`src/rld_pkg.sv`:
```
package rld_pkg;

   localparam int BYTE_W  = 8;
   localparam int COUNT_W = 7;
   localparam int DATA_W  = 64;
   localparam int LANE_W  = 4;
   localparam int SKIP_W  = 18;

   localparam logic [BYTE_W-1:0] HDR_END     = 8'hFF;
   localparam logic [BYTE_W-1:0] HDR_LITERAL = 8'h80;
   localparam logic [BYTE_W-1:0] HDR_MASK    = 8'h7F;

   // One decoded command: a byte repeated len times, len zero for an end-only result.
   typedef struct packed {
      logic [BYTE_W-1:0]  value;
      logic [COUNT_W-1:0] len;
      logic               stream_end;
   } rld_cmd_type;

   typedef enum logic [4:0] {
      PH_SKIP   = 5'b00001,
      PH_HEAD   = 5'b00010,
      PH_RUNVAL = 5'b00100,
      PH_LIT    = 5'b01000,
      PH_DONE   = 5'b10000
   } rld_phase_type;

endpackage

```
`src/rld_front.sv`:
```
module rld_front #(
   parameter int MAX_COUNT = 127
) (
   input  logic                        clock,
   input  logic                        reset,
   input  logic                        req_tvalid,
   output logic                        req_tready,
   input  logic [7:0]                  req_tdata,
   input  logic                        req_tlast,
   input  logic                        csr_valid,
   output logic                        csr_ready,
   input  logic [rld_pkg::SKIP_W-1:0]  csr_data,
   output logic                        cmd_valid,
   input  logic                        cmd_ready,
   output rld_pkg::rld_cmd_type        cmd
);
   import rld_pkg::*;

   localparam logic [COUNT_W-1:0] MAX_W = COUNT_W'(MAX_COUNT);

   rld_phase_type      phase_ff, phase_in, eff_phase;
   logic [SKIP_W-1:0]  skip_left_ff, skip_left_in;
   logic [SKIP_W-1:0]  start_offset_ff, start_offset_in;
   logic [COUNT_W-1:0] literal_left_ff, literal_left_in;
   logic [COUNT_W-1:0] run_length_ff, run_length_in;
   logic [COUNT_W-1:0] low_count, header_count, lit_count;
   logic               accept;

   assign req_tready = cmd_ready;
   assign csr_ready  = 1'b1;
   assign accept     = req_tvalid && req_tready;

   assign low_count    = req_tdata[COUNT_W-1:0];
   assign header_count = (low_count > MAX_W) ? MAX_W : low_count;
   assign lit_count    = literal_left_ff - COUNT_W'(1);
   assign eff_phase    = (phase_ff == PH_SKIP && skip_left_ff == '0) ? PH_HEAD : phase_ff;

   always_comb begin
      phase_in        = phase_ff;
      skip_left_in    = skip_left_ff;
      start_offset_in = start_offset_ff;
      literal_left_in = literal_left_ff;
      run_length_in   = run_length_ff;
      cmd_valid       = 1'b0;
      cmd.value       = req_tdata;
      cmd.len         = COUNT_W'(1);
      cmd.stream_end  = req_tlast;
      if (accept) begin
         if (phase_ff == PH_SKIP && skip_left_ff != '0) begin
            skip_left_in = skip_left_ff - SKIP_W'(1);
         end else begin
            phase_in = eff_phase;
            unique case (eff_phase)
               PH_HEAD: begin
                  if (req_tdata == HDR_END) begin
                     cmd_valid      = 1'b1;
                     cmd.value      = '0;
                     cmd.len        = '0;
                     cmd.stream_end = 1'b1;
                     phase_in       = PH_DONE;
                  end else if (req_tdata < HDR_LITERAL) begin
                     run_length_in = header_count;
                     phase_in      = PH_RUNVAL;
                  end else begin
                     literal_left_in = header_count;
                     phase_in        = (header_count != '0) ? PH_LIT : PH_HEAD;
                  end
               end
               PH_RUNVAL: begin
                  cmd_valid     = (run_length_ff != '0);
                  cmd.len       = run_length_ff;
                  run_length_in = '0;
                  phase_in      = PH_HEAD;
               end
               PH_LIT: begin
                  cmd_valid = 1'b1;
                  if (literal_left_ff != '0) begin
                     literal_left_in = lit_count;
                  end
                  if (literal_left_ff == '0 || lit_count == '0) begin
                     phase_in = PH_HEAD;
                  end
               end
               PH_SKIP, PH_DONE: begin
               end
               default: begin
               end
            endcase
         end
         if (req_tlast) begin
            // The source ended: close the stream unless a terminator already did.
            if (!cmd_valid && phase_ff != PH_DONE) begin
               cmd_valid      = 1'b1;
               cmd.value      = '0;
               cmd.len        = '0;
               cmd.stream_end = 1'b1;
            end
            phase_in        = PH_SKIP;
            skip_left_in    = start_offset_ff;
            literal_left_in = '0;
            run_length_in   = '0;
         end
      end
      if (csr_valid && csr_ready) begin
         start_offset_in = csr_data;
         if (phase_in == PH_SKIP) begin
            skip_left_in = csr_data;
         end
      end
   end

   always_ff @(posedge clock) begin
      if (reset) begin
         phase_ff        <= PH_SKIP;
         skip_left_ff    <= '0;
         start_offset_ff <= '0;
         literal_left_ff <= '0;
         run_length_ff   <= '0;
      end else begin
         phase_ff        <= phase_in;
         skip_left_ff    <= skip_left_in;
         start_offset_ff <= start_offset_in;
         literal_left_ff <= literal_left_in;
         run_length_ff   <= run_length_in;
      end
   end

endmodule

```
`src/rld_queue.sv`:
```
module rld_queue (
   input  logic                 clock,
   input  logic                 reset,
   input  logic                 push_valid,
   output logic                 push_ready,
   input  rld_pkg::rld_cmd_type push_cmd,
   output logic                 pop_valid,
   input  logic                 pop_ready,
   output rld_pkg::rld_cmd_type pop_cmd
);
   import rld_pkg::*;

   localparam int DEPTH = 2;
   localparam int PTR_W = $clog2(DEPTH);

   rld_cmd_type      entry_ff [DEPTH];
   logic [PTR_W-1:0] wr_ptr_ff, wr_ptr_in, rd_ptr_ff, rd_ptr_in;
   logic [PTR_W:0]   fill_ff, fill_in;
   logic             do_push, do_pop;

   assign push_ready = (fill_ff != (PTR_W+1)'(DEPTH));
   assign pop_valid  = (fill_ff != '0);
   assign pop_cmd    = entry_ff[rd_ptr_ff];
   assign do_push    = push_valid && push_ready;
   assign do_pop     = pop_valid && pop_ready;

   always_comb begin
      wr_ptr_in = wr_ptr_ff;
      rd_ptr_in = rd_ptr_ff;
      fill_in   = fill_ff;
      if (do_push) begin
         wr_ptr_in = (wr_ptr_ff == PTR_W'(DEPTH-1)) ? '0 : wr_ptr_ff + PTR_W'(1);
      end
      if (do_pop) begin
         rd_ptr_in = (rd_ptr_ff == PTR_W'(DEPTH-1)) ? '0 : rd_ptr_ff + PTR_W'(1);
      end
      if (do_push && !do_pop) begin
         fill_in = fill_ff + (PTR_W+1)'(1);
      end else if (do_pop && !do_push) begin
         fill_in = fill_ff - (PTR_W+1)'(1);
      end
   end

   always_ff @(posedge clock) begin
      if (do_push) begin
         entry_ff[wr_ptr_ff] <= push_cmd;
      end
   end

   always_ff @(posedge clock) begin
      if (reset) begin
         wr_ptr_ff <= '0;
         rd_ptr_ff <= '0;
         fill_ff   <= '0;
      end else begin
         wr_ptr_ff <= wr_ptr_in;
         rd_ptr_ff <= rd_ptr_in;
         fill_ff   <= fill_in;
      end
   end

endmodule

```
`src/rld_back.sv`:
```
module rld_back #(
   parameter int OUT_LANES = 8
) (
   input  logic                 clock,
   input  logic                 reset,
   input  logic                 cmd_valid,
   output logic                 cmd_ready,
   input  rld_pkg::rld_cmd_type cmd,
   output logic                 rsp_tvalid,
   input  logic                 rsp_tready,
   output logic [71:0]          rsp_tdata,
   output logic                 rsp_tuser,
   output logic                 rsp_tlast
);
   import rld_pkg::*;

   localparam int MAX_LANES = DATA_W / BYTE_W;
   localparam logic [COUNT_W-1:0] LANES_W = COUNT_W'(OUT_LANES);

   logic [COUNT_W-1:0] sent_ff, sent_in, remain, chunk;
   logic [DATA_W-1:0]  data_ff, data_in;
   logic [LANE_W-1:0]  count_ff;
   logic               end_ff, last_ff, valid_ff, valid_in;
   logic               load, final_chunk;

   assign remain      = cmd.len - sent_ff;
   assign final_chunk = (remain <= LANES_W);
   assign chunk       = final_chunk ? remain : LANES_W;
   assign load        = cmd_valid && (!valid_ff || rsp_tready);
   assign cmd_ready   = load && final_chunk;

   always_comb begin
      for (int j = 0; j < MAX_LANES; j++) begin
         data_in[j*BYTE_W +: BYTE_W] = (COUNT_W'(j) < chunk) ? cmd.value : '0;
      end
      sent_in  = sent_ff;
      valid_in = valid_ff;
      if (load) begin
         sent_in  = final_chunk ? '0 : sent_ff + LANES_W;
         valid_in = 1'b1;
      end else if (rsp_tready) begin
         valid_in = 1'b0;
      end
   end

   always_ff @(posedge clock) begin
      if (load) begin
         data_ff  <= data_in;
         count_ff <= chunk[LANE_W-1:0];
         end_ff   <= final_chunk && cmd.stream_end;
         last_ff  <= final_chunk;
      end
   end

   always_ff @(posedge clock) begin
      if (reset) begin
         sent_ff  <= '0;
         valid_ff <= 1'b0;
      end else begin
         sent_ff  <= sent_in;
         valid_ff <= valid_in;
      end
   end

   assign rsp_tvalid = valid_ff;
   assign rsp_tdata  = {4'b0000, count_ff, data_ff};
   assign rsp_tuser  = end_ff;
   assign rsp_tlast  = last_ff;

endmodule

```
`src/rle_literal_run_decoder.sv`:
```
// Run/literal byte stream decoder.
// The req channel takes one compressed source byte per item, tlast marking
// the final byte of the source. After start_offset leading bytes are skipped,
// header bytes select a run (the next byte repeated), a literal block (bytes
// passed through one per result) or the terminator 0xFF. The rsp channel
// gives results of up to OUT_LANES bytes with a byte count; tuser flags the
// result that ends the stream and tlast the last result caused by an item.
// The csr channel writes start_offset and is always ready; it is meant to be
// written while the decoder is idle.
// A result is registered first in the command queue, then in the output register.
// Throughput: one item per cycle while each item yields at most one result
// and rsp_tready stays high. A run byte of length L is split into
// ceil(L / OUT_LANES) results by the single output register; the two-entry
// command queue then fills and req stalls until the expansion drains.
// Reset clears the decoder state, the queue and the output valid flag, and
// start_offset returns to zero. When the receiver stalls, the output holds,
// the queue fills and req_tready drops.
module rle_literal_run_decoder #(
   parameter int OUT_LANES = 8,
   parameter int MAX_COUNT = 127
) (
   input  logic                        clock,
   input  logic                        reset,
   // Source bytes.
   input  logic                        req_tvalid,
   output logic                        req_tready,
   input  logic [7:0]                  req_tdata,   // in_byte [7:0]
   input  logic                        req_tlast,   // in_last
   // Decoded results.
   output logic                        rsp_tvalid,
   input  logic                        rsp_tready,
   output logic [71:0]                 rsp_tdata,   // out_data [63:0], out_count [67:64]
   output logic                        rsp_tuser,   // stream_end
   output logic                        rsp_tlast,   // last
   // Start offset register.
   input  logic                        csr_valid,
   output logic                        csr_ready,
   input  logic [rld_pkg::SKIP_W-1:0]  csr_data
);
   import rld_pkg::*;

   // Commands from the parser to the expander.
   rld_cmd_type front_cmd, back_cmd;
   logic        front_valid, front_ready, back_valid, back_ready;

   // The front parses headers and tracks the skip, run and literal counters.
   rld_front #(
      .MAX_COUNT (MAX_COUNT)
   ) u_front (
      .clock      (clock),
      .reset      (reset),
      .req_tvalid (req_tvalid),
      .req_tready (req_tready),
      .req_tdata  (req_tdata),
      .req_tlast  (req_tlast),
      .csr_valid  (csr_valid),
      .csr_ready  (csr_ready),
      .csr_data   (csr_data),
      .cmd_valid  (front_valid),
      .cmd_ready  (front_ready),
      .cmd        (front_cmd)
   );

   // A short queue lets the parser keep going while a run is expanded.
   rld_queue u_queue (
      .clock      (clock),
      .reset      (reset),
      .push_valid (front_valid),
      .push_ready (front_ready),
      .push_cmd   (front_cmd),
      .pop_valid  (back_valid),
      .pop_ready  (back_ready),
      .pop_cmd    (back_cmd)
   );

   // The back splits each command into packed output words.
   rld_back #(
      .OUT_LANES (OUT_LANES)
   ) u_back (
      .clock      (clock),
      .reset      (reset),
      .cmd_valid  (back_valid),
      .cmd_ready  (back_ready),
      .cmd        (back_cmd),
      .rsp_tvalid (rsp_tvalid),
      .rsp_tready (rsp_tready),
      .rsp_tdata  (rsp_tdata),
      .rsp_tuser  (rsp_tuser),
      .rsp_tlast  (rsp_tlast)
   );

endmodule
```
`config.mk`:
```
export PLATFORM = sky130hd
export DESIGN_NAME = rle_literal_run_decoder
export DESIGN_NICKNAME = d
export VERILOG_FILES = /design/src/rld_pkg.sv /design/src/rld_front.sv /design/src/rld_queue.sv /design/src/rld_back.sv /design/src/rle_literal_run_decoder.sv
export SDC_FILE = /design/constraint.sdc
export NUM_CORES = 1
export LEC_CHECK = 0
export ABC_CLOCK_PERIOD_IN_PS = 3630
export BUFFER_PORTS_ARGS = -buffer_cell sky130_fd_sc_hd__buf_2
export CAP_MARGIN = 25
export CORE_ASPECT_RATIO = 0.75
export CORE_MARGIN = 1.5
export CORE_UTILIZATION = 50
export CTS_CLUSTER_DIAMETER = 200
export DETAILED_ROUTE_END_ITERATION = 10
export HOLD_SLACK_MARGIN = 0.05
export PLACE_DENSITY = 0.71
export RECOVER_POWER = 25
export SYNTH_ARGS = -nofsm -noshare
export SYNTH_HDL_FRONTEND = slang
export SYNTH_HIERARCHICAL = 1
export SYNTH_SLANG_ARGS = --single-unit
```
`constraint.sdc`:
```
create_clock -name clock -period 3.63 [get_ports clock]
set_input_delay 0 -clock clock [delete_from_list [all_inputs] [get_ports clock]]
set_output_delay 0 -clock clock [all_outputs]
set_load 0.05 [all_outputs]
```
Word-level counts from Yosys, hierarchy flattened
Memory sizes are Yosys's and may differ from the RTL's. A register that Yosys moved wholly into a read port is not among the register bits.
Index checks and enable logic that the tools add are counted.

word-level totals
  register bits = 137
  bits in writable memories = 32
  output and inout port bits = 77
  word-level logic and storage cells = 138
  memories = 1

memories
  name              words  width  read ports  clocked after memory_dff  wr ports  RTL line         text
  u_queue.entry_ff  2      16     1           1                         1         rld_queue.sv:16  rld_cmd_type entry_ff [DEPTH];

cells by class
  $add $sub $neg = 8
  order comparisons = 11
  equal/unequal tests = 13
  mux-type cells = 53
  reductions and logical operators = 31

operators by type and width
  cell                                                       number
  2-to-1 mux 18 bit                                          5
  2-to-1 mux 7 bit                                           12
  2-to-1 mux 16 bit                                          5
  case mux 7 bit (2 select lines)                            3
  2-to-1 mux 5 bit                                           7
  less-than comparator 3 x 7 -> 1 bit, first input constant  4
  nonzero test 7 bit                                         3
  logical NOT 18 bit                                         1
  nonzero test 18 bit                                        1
  subtractor 18 x 1 -> 18 bit, second input constant         1
  2-to-1 mux 1 bit                                           15
  case mux 5 bit (3 select lines)                            1
  logical NOT 7 bit                                          2
  less-than comparator 1 x 7 -> 1 bit, first input constant  2
  less-than comparator 2 x 7 -> 1 bit, first input constant  2
  logical AND 1 bit                                          11
  equality test 5 x 1 -> 1 bit, second input constant        2
  equality test 8 bit, second input constant                 1
  less-than comparator 8 bit, second input constant          1
  2-to-1 mux 8 bit                                           1
  adder 7 x 4 -> 7 bit, second input constant                1
  > comparator 7 bit, second input constant                  1
  <= comparator 7 x 4 -> 1 bit, second input constant        1
  subtractor 7 x 1 -> 7 bit, second input constant           1
  20 further kinds                                           32

Depth between registers and ports, before layout
Gate-level depths: netlist of the first run.

  depth in word-level cells = 17
  depth in mapped cells = 14
  gate-level depth less buffers = 12

Modules after synthesis
Netlist of the first run, hierarchy kept.

modules (own cells, without submodules)
  module     instances  cells each  area each (µm²)
  rld_front  1          465         3714.8
  rld_back   1          263         3385.7
  rld_queue  1          74          1376.3

Worst setup path before layout of the first run
Ideal clock, no wire load.

  path kind = register to register
  from = register (tool-made name)
  to = register u_queue.fill_ff[1]
  arrival time = 3.222 ns
  slack = 0.338 ns
  cell stages (with the launch flop) = 14
  buffers on the path = 3
  period minus slack after synthesis = 3.292 ns
  path through = dfxtp_1 > buf_2 > buf_4 > mux2_2 > ha_1 > buf_2 > or2_2 > nor4_1 > o221ai_4 > nor2_1 > o21ai_0 > ha_1 > or3_1 > a21oi_1

RTL lines
  what                  RTL line         text
  end signal, assigned  rld_queue.sv:58  fill_ff <= fill_in;
  end, declared         rld_queue.sv:18  logic [PTR_W:0] fill_ff, fill_in;

==> flow_summary_export.csv, run 1 <==
group,metric,value,unit
pwr,worst_ir_drop_vdd,0.298,mV
drt,top_layer_used,"met4",
pwr,p_int,0.00351,W
critical_path,required,3.96,ns
layout,num-fill-cells,1438,
pwr,power_leakage,3.58,nW
pwr,p_per_area,547,mW/mm^2
layout,antenna_cells,0,
timing,period_share,0.916,
floorplanning,io_pins,109,
drt,wl_met3,1520,um
synth,muxShareOfSynthArea,0.0490,
critical_path,crit_top_cell,"ha_1",
drt,vias,6718,
clock_tree,post-cts-setup-buffers,0,
floorplanning,fp.dieH,116,um
drt,drc_errors,0,
synth,synth_cell_types,86,
timing,fmaxAchievable,301,MHz
global_routing,antenna_found_initial,0,
pwr,p_clk_frac,0.322,
clock_tree,clk_pin_slew,0.07,ns
global_routing,grt_pass1_wl,32400,um
drt,drt-met1-wl,9700,um
synth,synth.avg_cell_area,10.6,um^2
job,max-cap-violations,1,
timing,slew_viol_final,34,
pwr,p_seq_frac,0.429,
min_path,holdPathEnd,"u_front/start_offset_ff[15]",
floorplanning,start_util,0.507,
clock_tree,h-tree-depth,4,
global_routing,grt_max_degree,44,
timing,setup_viol,0,
min_path,hold_class,"in -> reg",
drt,met2_length,8990,um
synth,synth_edf_count,102,
synth,synth_fa_ha_area_frac,0.0148,
critical_path,critPathArrivalTime,3.66,ns
layout,design_area,0.00995,mm^2
layout,area_growth,17.4,%
synth,synth-seq-area-share,0.515,
placed_design,place.gp.congestion,0.904,
critical_path,cp_cell_sequence,"mux2_2, ha_1, nor2b_1, a2111oi_2, o221ai_4, nor2_1, o21ai_0, ha_1, or3_1, a21oi_1",
clock_tree,clock-root-buffer,"clkbuf_16",
placed_design,dpl.hpwl,13700,um
pwr,p_switching,0.00194,W
global_routing,overflow,0,
clock_tree,cts_buffer_depth,2,
outcome,status,"complete, but fails checks",
timing,layout_min_cycle_time,3.33,ns
pwr,comb_power_share,0.248,
drt,dr.pass1.iters,5,
layout,num-nets-final,969,
synth,yosysWarningCount,6,
timing,finalClockSkew,0.0126,ns
synth,netlist_instances,802,
floorplanning,core,0.0167,mm^2
global_routing,grt_pass1_vias,6146,
synth,synth_compound_area_frac,0.168,
clock_tree,cts_made_buffers,17,
floorplanning,dieWidth,153,um
synth,synth_xor_area_frac,0.00620,
floorplanning,row_count,41,
critical_path,cp-end-kind,"flip-flop",
min_path,hold_depth,3,
synth,synth_simple_gate_area_frac,0.207,
global_routing,track_usage,0.233,
critical_path,critPathKind,"reg -> reg",
critical_path,r2r_cells,10,
timing,hold_violations,0,
timing,rsz0062_at_grt,"false",
synth,netlist_area,0.00848,mm^2
critical_path,path_max_fanout,10,
layout,drive_gt1_frac,0.161,
synth,synth_top_family_by_area,"simple AND/OR/NAND/NOR gates",
drt,via_per_inst,5.82,
timing,worst_pin_slew,1.66,ns
timing,setup_tns,0,ns
drt,wl,20300,um
pwr,fin_total_pwr,0.00545,W
drt,postRouteAntennaNets,0,
min_path,holdCritStartpoint,"csr_valid",
critical_path,critPathMaxStageDelay,0.46,ns
critical_path,crit_slowest_cell,"dfxtp_1",
drt,drt-wirelength-per-cell,17.6,um
synth,synthArstFlopShare,0,
critical_path,reg2reg_slack,0.30,ns
layout,final_util,0.595,
timing,relSlewSlack,-0.104,
placed_design,io_buffers,103,
synth,synth-main-ff-cell,"edfxtp_1",
clock_tree,cts_tree,"done",
clock_tree,clock_sink_count,167,
clock_tree,clock_latency,0.43,ns
synth,ys_seq_elements,167,
floorplanning,dieArea,0.0178,mm^2
pwr,switching_share,0.356,
critical_path,reg2reg_to,"u_queue/fill_ff[1]",
placed_design,place_area,0.00919,mm^2
critical_path,startpoint_type,"flip-flop",
outcome,failed_checks,"max-capacitance violations, max-slew violations",
drt,first_iter_violations,674,
## what timing repair did
action,4_1_cts,5_1_grt
endpoints found under the hold margin,65,0
endpoints found under the setup margin,0,1
hold buffers,27,0
resized for setup,0,1
## power groups by stage
stage | combinational [W] | sequential [W] | clock, W
after floorplan | 0.000594 | 0.00281 | 0
final | 0.00135 | 0.00234 | 0.00176
after detailed placement | 0.00135 | 0.00238 | 0
after global routing | 0.00145 | 0.00236 | 0.00186
after CTS | 0.00138 | 0.00234 | 0.00179
after global placement | 0.00134 | 0.00237 | 0
## area by class of cell
type / count / area (um^2) / area share
well taps: 215 / 269 / 0.0270
multi-input cells: 569 / 3800 / 0.382
inverters: 19 / 71.3 / 0.00717
flip-flops and latches: 167 / 4360 / 0.439
clock buffers: 17 / 425 / 0.0428
repair buffers: 153 / 867 / 0.0871
clock inverters: 15 / 151 / 0.0152
## registers in the layout (all words and copies together) (netlist names), named ones only
register and count:
u_back/data_ff 64, u_front/literal_left_ff 7, u_queue/rd_ptr_ff 1, u_back/rsp_tlast 1
u_queue/entry_ff 32, u_front/phase_ff 5, u_front/skip_left_ff 18, u_back/count_ff 4
u_queue/fill_ff 2, u_front/start_offset_ff 18, u_back/sent_ff 4, u_back/rsp_tuser 1
u_back/rsp_tvalid 1, u_front/run_length_ff 7, u_queue/wr_ptr_ff 1
## critical path: cells and delay by family (launching register included)
kind	cells	cell delay, ns
muxes	1	0.37
and+or+nand+nor	3	0.66
DFF	1	0.46
AOI/OAI and AO/OA	4	0.98
adders and majority gates	2	0.77
## cells by family (layout without fill, tap and decap cells)
group / Yosys count / after routing
AO/OA/AOI/OAI: 194 / 194
XOR/XNOR: 6 / 6
adder cells (fa/ha/maj): 10 / 10
buffers and inverters: 70 / 204
flip-flops: 167 / 167
multiplexers: 39 / 39
other: 2 / 6
AND/OR/NAND/NOR: 314 / 314
## synthesized netlist by cell type (4+ instances only)
master / n / area share
nand2b_1: 8 / 0.0059
o31ai_2: 7 / 0.010
nor4_1: 10 / 0.0074
edfxtp_1: 102 / 0.36
clkbuf_1: 26 / 0.012
buf_2: 13 / 0.0077
buf_4: 8 / 0.0071
and2_1: 28 / 0.021
a31oi_1: 12 / 0.0089
mux2i_1: 19 / 0.022
nor3_1: 14 / 0.0083
or4_1: 5 / 0.0044
nor2_1: 54 / 0.024
nand4_1: 27 / 0.020
a311oi_1: 4 / 0.0041
mux2_2: 20 / 0.027
o21ai_0: 33 / 0.019
dfxtp_1: 65 / 0.15
inv_1: 18 / 0.0080
nand2_1: 63 / 0.028
ha_1: 10 / 0.015
and3_1: 5 / 0.0037
a21boi_0: 16 / 0.014
o31ai_1: 11 / 0.0097
nand3_1: 20 / 0.012
a21oi_1: 37 / 0.022
nor2b_1: 50 / 0.037
o211ai_1: 9 / 0.0080
a22oi_1: 8 / 0.0071
## placed cells by master, fill, tap and decap left out, types with 6 or more instances in the layout
cell type / instances
edfxtp_1: 102
clkbuf_1: 69
dfxtp_1: 65
nand2_1: 63
nor2_1: 54
nor2b_1: 50
a21oi_1: 37
buf_2: 36
o21ai_0: 33
and2_1: 28
dlygate4sd3_1: 27
nand4_1: 27
buf_4: 21
nand3_1: 20
mux2_2: 20
mux2i_1: 19
clkbuf_16: 17
inv_1: 17
a21boi_0: 16
nor3_1: 14
a31oi_1: 12
o31ai_1: 11
ha_1: 10
o211ai_1: 9
nor4_1: 9
nand2b_1: 8
a22oi_1: 8
o31ai_2: 7
inv_8: 6
conb_1: 6
## worst max path at each step
stage                     startpoint            endpoint  slack (ns)
after global placement     flip-flop  u_queue/fill_ff[1]        0.31
after global routing       flip-flop  u_queue/fill_ff[1]        0.04
after CTS                  flip-flop  u_queue/fill_ff[1]        0.25
final                      flip-flop  u_queue/fill_ff[1]        0.30
after floorplan            flip-flop  u_queue/fill_ff[1]        0.34
after detailed placement   flip-flop  u_queue/fill_ff[1]        0.28
## stage by stage
step / instances / hold WS, ns / worst slack (ns)
final: 1155 / 0.173 / 0.304
after global placement: 1096 / 0.237 / 0.313
after detailed placement: 1096 / 0.241 / 0.277
after global routing: 1155 / 0.192 / 0.0364
after CTS: 1155 / 0.0868 / 0.247
after floorplan: 806 / 0.0691 / 0.338
## layer usage
layer / up-vias / global-route usage
met5: - / 0
met4: 0 / 0.0576
met3: 8 / 0.0546
met2: 276 / 0.352
met1: 3176 / 0.340
li1: 3258 / -
No activity file was read; power rests on OpenSTA's default activity.
==> inputs of run 2 (changes only) <==
CORE_UTILIZATION = 40   (was 50)
PLACE_DENSITY = unset   (was 0.71)
SYNTH_HIERARCHICAL = unset   (was 1)
==> run 2 against run 1 <==
Effect of this change:
- the flow still finishes with violations (max-capacitance violations, max-slew violations)
- combinational power is 8% higher
- die area increased by 14%
- power rose by 5.5%
- routed wire length fell by 10%
- sequential power increased by 3%
- largest cell class unchanged
==> flow_summary_export.csv, run 2 <==
group,metric,value,unit
outcome,status,"complete, but fails checks",
outcome,failed_checks,"max-capacitance violations, max-slew violations",
layout,final_common_cell,"nor2_1",
synth,synth_edf_count,102,
layout,area_growth,22.0,%
synth,synthMostInstantiatedCell,"nor2_1",
drt,via_per_inst,5.34,
timing,finalClockSkew,0.0221,ns
timing,slew_viol_final,38,
synth,synth-seq-area-share,0.564,
layout,drive_gt1_frac,0.123,
drt,drc_errors,0,
layout,reg.largest.list,"u_back.data_ff x64, u_queue.entry_ff x32",
floorplanning,io_pins,109,
critical_path,critPathKind,"reg -> reg",
synth,yosysTopAreaCell,"edfxtp_1",
floorplanning,core,0.0187,mm^2
timing,period_share,0.925,
synth,netlist_instances,740,
clock_tree,clock_sink_count,167,
layout,antenna_cells,0,
timing,hold_violations,0,
synth,synth_cell_types,70,
critical_path,path_max_fanout,7,
layout,final_util,0.504,
synth,ys_top_cells_by_area,"edfxtp_1 (40%), dfxtp_1 (17%), mux2i_1 (5.8%)",
timing,relSlewSlack,-0.125,
critical_path,cp-end-kind,"flip-flop",
critical_path,path_buf_inv,1,
critical_path,crit_slowest_cell,"or4b_2",
clock_tree,cts_made_buffers,17,
critical_path,critPathArrivalTime,3.69,ns
drt,wl,18200,um
global_routing,antenna_found_initial,0,
floorplanning,start_util,0.413,
synth,synth.avg_cell_area,10.5,um^2
layout,design_area,0.00944,mm^2
placed_design,place_area,0.00861,mm^2
drt,drt-wirelength-per-cell,16.0,um
synth,synth_top_area_frac,0.396,
floorplanning,dieWidth,164,um
pwr,p_per_area,609,mW/mm^2
placed_design,place.gp.congestion,0.849,
layout,max_flop_register,"u_back.data_ff",
floorplanning,dieArea,0.0202,mm^2
clock_tree,clk_pin_slew,0.07,ns
critical_path,cp_cell_sequence,"inv_1, ha_1, or4b_2, or3_1, nor3_4, o21a_1, a211oi_1, a21oi_2, ha_1, or3_1, a21oi_1",
clock_tree,clock-root-buffer,"clkbuf_16",
placed_design,io_buffers,103,
clock_tree,h-tree-depth,4,
global_routing,track_usage,0.186,
drt,postRouteAntennaNets,0,
timing,setup_viol,0,
drt,dr.pass1.iters,5,
clock_tree,cts_tree,"done",
min_path,hold_class,"in -> reg",
clock_tree,post-cts-setup-buffers,0,
critical_path,required,3.96,ns
pwr,power_leakage,3.53,nW
global_routing,grt_pass1_vias,5435,
clock_tree,cts_buffer_depth,2,
job,max-cap-violations,1,
synth,ys_seq_elements,167,
clock_tree,clock_latency,0.44,ns
global_routing,grt_max_degree,73,
pwr,worst_ir_drop_vdd,0.320,mV
timing,worst_pin_slew,1.69,ns
placed_design,dpl.cell_count,1078,
placed_design,dpl.hpwl,12300,um
timing,rsz0062_at_grt,"false",
timing,fmaxAchievable,298,MHz
critical_path,critPathMaxStageDelay,0.63,ns
floorplanning,row_count,43,
synth,netlist_area,0.00774,mm^2
critical_path,startpoint_type,"flip-flop",
synth,synthArstFlopShare,0,
layout,fin_cells,1139,
drt,first_iter_violations,533,
timing,setup_tns,0,ns
global_routing,overflow,0,
layout,final_cell_mix,"nor2_1 (117), edfxtp_1 (102), clkbuf_1 (74)",
floorplanning,fp.dieH,123,um
drt,vias,6078,
timing,layout_min_cycle_time,3.36,ns
layout,num-fill-cells,1763,
synth,synth-main-ff-cell,"edfxtp_1",
layout,largest_reg_flops,64,
timing,whs,0.106,ns
synth,yosysWarningCount,0,
synth,synthTopCellsByCount,"nor2_1 (117), edfxtp_1 (102), dfxtp_1 (65), mux2i_1 (45), nor3_1 (40)",
critical_path,critPathTopFamily,"simple AND/OR/NAND/NOR gates",
layout,num-nets-final,922,
global_routing,grt_pass1_wl,28700,um
-- run 2: routing by layer --
metal  GRT usage  up-vias  wire [um]
met1       0.282     2892       9320
met5           0        -          0
met4      0.0517        0        133
met2       0.261      199       7670
li1            -     2974          -
met3      0.0439       13       1090
-- run 2: report_power, final --
group          leakage, nW  internal [W]  switching (W)
Combinational         1.73      0.000348        0.00111
Clock                0.305      0.000957       0.000919
Sequential            1.50       0.00231      0.0000972
-- run 2: path summary, 6_finish.rpt --
| kind | startpoint | endpoint | slack [ns] | cells after the start |
|---|---|---|---|---|
| worst max-delay path | u_front.skip_left_ff[0] | u_queue.fill_ff[1] | 0.27 | 11 |
| worst min register to register | u_front.run_length_ff[6] | u_front.run_length_ff[6] | 0.47 | 2 |
| worst min-delay path | req_tvalid | u_front.phase_ff[0] | 0.11 | 4 |
| worst max register to register | u_front.skip_left_ff[0] | u_queue.fill_ff[1] | 0.27 | 11 |
-- run 2: logic make-up after synthesis --
family | Yosys count | synth area share
AOI/OAI and AO/OA | 137 | 0.117
xor gates and xnor gates | 12 | 0.0136
adders and majority gates | 11 | 0.0178
buffers and inverters | 66 | 0.0365
DFF | 167 | 0.564
muxes | 49 | 0.0640
other | 2 | 0.000970
and+or+nand+nor | 296 | 0.187
-- run 2: what timing repair did --
item                                   4_1_cts  5_1_grt
resized for setup                            0        1
setup endpoints to repair                    0        1
endpoints found under the hold margin       68        0
hold buffers                                28        0
-- run 2: cell type report --
class	instances	area, um^2	share of cell area
Clock buffer	17	425	0.0451
Tap cell	247	309	0.0327
Sequential cell	167	4360	0.462
Clock inverter	15	211	0.0224
Multi-Input combinational cell	512	3130	0.331
Inverter	22	82.6	0.00875
Timing Repair Buffer	159	923	0.0978
-- run 2: per-stage QoR --
stage               worst slack, ns  total power (W)
CTS                           0.215          0.00582
floorplan                    0.0428          0.00356
finish                        0.272          0.00575
global placement              0.310          0.00392
global route                 0.0828          0.00601
detailed placement            0.256          0.00393
-- run 2: worst min-delay path, cell delays in order --
cell and delay, ns:
buf_2 0.11, and2_1 0.17, nand4_1 0.10, a211o_1 0.12
==> inputs of run 3 (changes only) <==
ABC_AREA = 1   (was unset)
==> run 3 against run 2 <==
Effect of this change:
- the run still ends with max-capacitance violations, max-slew violations left
- utilization shrank 0.76 points
- global-route usage grew 0.49 points
- setup slack gained 0.10 ns
- critical path depth grew 3
- register-to-register slack gained 0.10 ns
- critical path type unchanged
- largest cell class unchanged
==> flow_summary_export.csv, run 3 <==
group,metric,value,unit
outcome,status,"complete, but fails checks",
outcome,failed_checks,"max-capacitance violations, max-slew violations",
layout,antenna_cells,0,
timing,layout_min_cycle_time,3.25,ns
synth,synth.avg_cell_area,8.70,um^2
timing,setup_tns,0,ns
synth,netlist_area,0.00810,mm^2
layout,num-nets-final,1113,
layout,max_flop_register,"u_back.data_ff",
layout,area_growth,20.2,%
clock_tree,cts_made_buffers,17,
global_routing,track_usage,0.191,
global_routing,grt_pass1_vias,6207,
clock_tree,cts-resized-gates,0,
layout,largest_reg_flops,64,
timing,relSlewSlack,-0.263,
floorplanning,fp.dieH,126,um
layout,design_area,0.00974,mm^2
placed_design,place_area,0.00885,mm^2
global_routing,overflow,0,
critical_path,r2r_cells,14,
clock_tree,post-cts-setup-buffers,0,
critical_path,critPathArrivalTime,3.58,ns
critical_path,reg2reg_to,"u_front.run_length_ff[3]",
timing,rsz0062_at_grt,"false",
timing,hold_violations,0,
clock_tree,clock_latency,0.43,ns
drt,via_per_inst,4.91,
layout,reg.largest.list,"u_back.data_ff x64, u_queue.entry_ff x32",
layout,drive_gt1_frac,0.112,
floorplanning,dieWidth,167,um
timing,worst_pin_slew,1.89,ns
synth,ys_seq_elements,167,
synth,synth_top_area_frac,0.378,
floorplanning,row_count,44,
synth,synth-seq-area-share,0.539,
drt,drt-wirelength-per-cell,14.5,um
synth,synth-main-ff-cell,"edfxtp_1",
critical_path,startpoint_type,"flip-flop",
floorplanning,io_pins,109,
clock_tree,clock_sink_count,167,
synth,synth_edf_count,102,
synth,netlist_instances,931,
synth,ys_top_cells_by_area,"edfxtp_1 (38%), dfxtp_1 (16%), nand2_1 (7.0%)",
floorplanning,core,0.0196,mm^2
placed_design,dpl.cell_count,1268,
timing,finalClockSkew,0.0135,ns
layout,num-fill-cells,1970,
floorplanning,dieArea,0.0211,mm^2
synth,synthTopCellsByCount,"nand2_1 (150), nor2_1 (132), inv_1 (116), edfxtp_1 (102), a21oi_1 (83)",
critical_path,critPathKind,"reg -> reg",
critical_path,path_max_fanout,14,
synth,synthArstFlopShare,0,
timing,period_share,0.896,
global_routing,antenna_found_initial,0,
placed_design,io_buffers,103,
drt,first_iter_violations,616,
job,max-cap-violations,1,
synth,synthMostInstantiatedCell,"nand2_1",
placed_design,dpl.hpwl,13000,um
synth,yosysTopAreaCell,"edfxtp_1",
clock_tree,h-tree-depth,4,
critical_path,reg2reg_slack,0.38,ns
global_routing,grt_pass1_wl,31800,um
critical_path,reg2reg_from,"u_front.skip_left_ff[0]",
critical_path,required,3.96,ns
floorplanning,start_util,0.413,
drt,dr.pass1.iters,6,
placed_design,place.gp.congestion,0.863,
critical_path,cp-end-kind,"flip-flop",
clock_tree,ctsHoldBuffers,36,
layout,seqCellArea,0.00436,mm^2
clock_tree,clk_pin_slew,0.08,ns
clock_tree,clock-root-buffer,"clkbuf_16",
synth,yosysWarningCount,0,
pwr,worst_ir_drop_vdd,0.262,mV
critical_path,crit_end,"u_front.run_length_ff[3]",
timing,slew_viol_final,44,
layout,final_cell_mix,"nand2_1 (150), nor2_1 (132), inv_1 (116)",
layout,fin_cells,1336,
clock_tree,cts_buffer_depth,2,
global_routing,grt_max_degree,78,
timing,setup_viol,0,
drt,drc_errors,0,
drt,wl,19400,um
layout,final_common_cell,"nand2_1",
min_path,hold_class,"in -> reg",
drt,vias,6565,
critical_path,startpoint,"u_front.skip_left_ff[0]",
timing,fmaxAchievable,307,MHz
pwr,p_per_area,648,mW/mm^2
drt,postRouteAntennaNets,0,
layout,multi_input_area,0.00310,mm^2
clock_tree,cts_tree,"done",
synth,synth_cell_types,44,
pwr,power_leakage,4.08,nW
-- run 3: stage by stage --
stage                     setup slack, ns  total power, W  hold WS, ns  utilization
after floorplan                     0.565         0.00400        0.150            -
after global placement              0.681         0.00444        0.259        0.451
after detailed placement            0.626         0.00445        0.270        0.451
after CTS                           0.456         0.00640       0.0902        0.502
after global routing                0.111         0.00660        0.128        0.497
final                               0.376         0.00631        0.110        0.497
-- run 3: how the worst min path moves through the flow --
| stage | from | end | slack [ns] | cells after the start |
|---|---|---|---|---|
| 2_1_floorplan | csr_data[0] | u_front.start_offset_ff[0] | 0.15 | 2 |
| 3_3_place_gp | csr_data[0] | u_front.start_offset_ff[0] | 0.26 | 3 |
| 3_5_place_dp | csr_data[0] | u_front.start_offset_ff[0] | 0.27 | 3 |
| 4_1_cts | csr_valid | u_front.start_offset_ff[2] | 0.09 | 2 |
| 5_1_grt | csr_valid | u_front.start_offset_ff[2] | 0.13 | 2 |
| 6_report | csr_valid | u_front.start_offset_ff[2] | 0.11 | 2 |
-- run 3: cells by family after synthesis --
group	count (synthesis)	share of synthesized area
mux	1	0.00124
buf+inv	158	0.0824
simple gates	389	0.214
fa+ha+maj	11	0.0170
compound gates	184	0.124
flops	167	0.539
other cells	2	0.000928
xor+xnor	19	0.0206
-- run 3: critical path, stage by stage (launching register included) --
cell	delay [ns]
dfxtp_1	0.32
inv_1	0.17
ha_1	0.24
nand2_1	0.11
nor2_2	0.22
nand3_1	0.13
nand2_2	0.22
inv_2	0.17
nor2_1	0.16
nand2_1	0.07
o21ai_1	0.13
nand2_1	0.30
a21oi_1	0.24
a211oi_1	0.06
dlygate4sd3_1	0.60
-- run 3: cell type report --
class	count	share of cell area
well taps	253	0.0325
multi-input cells	611	0.318
repair buffers	153	0.0911
clock buffers	17	0.0437
flip-flops and latches	167	0.448
clock inverters	15	0.0202
inverters	120	0.0463
-- run 3: power breakdown --
group / internal [W] / switching, W
clock: 0.00106 / 0.000849
combinational: 0.000389 / 0.00147
sequential: 0.00242 / 0.000123
total: 0.00386 / 0.00245
-- run 3: metal layers --
metal,vias up,wire (um),global-route usage
met5,-,0,0
met4,0,265,0.0588
met3,24,994,0.0393
met2,176,8580,0.305
met1,3006,9580,0.261
li1,3359,-,-
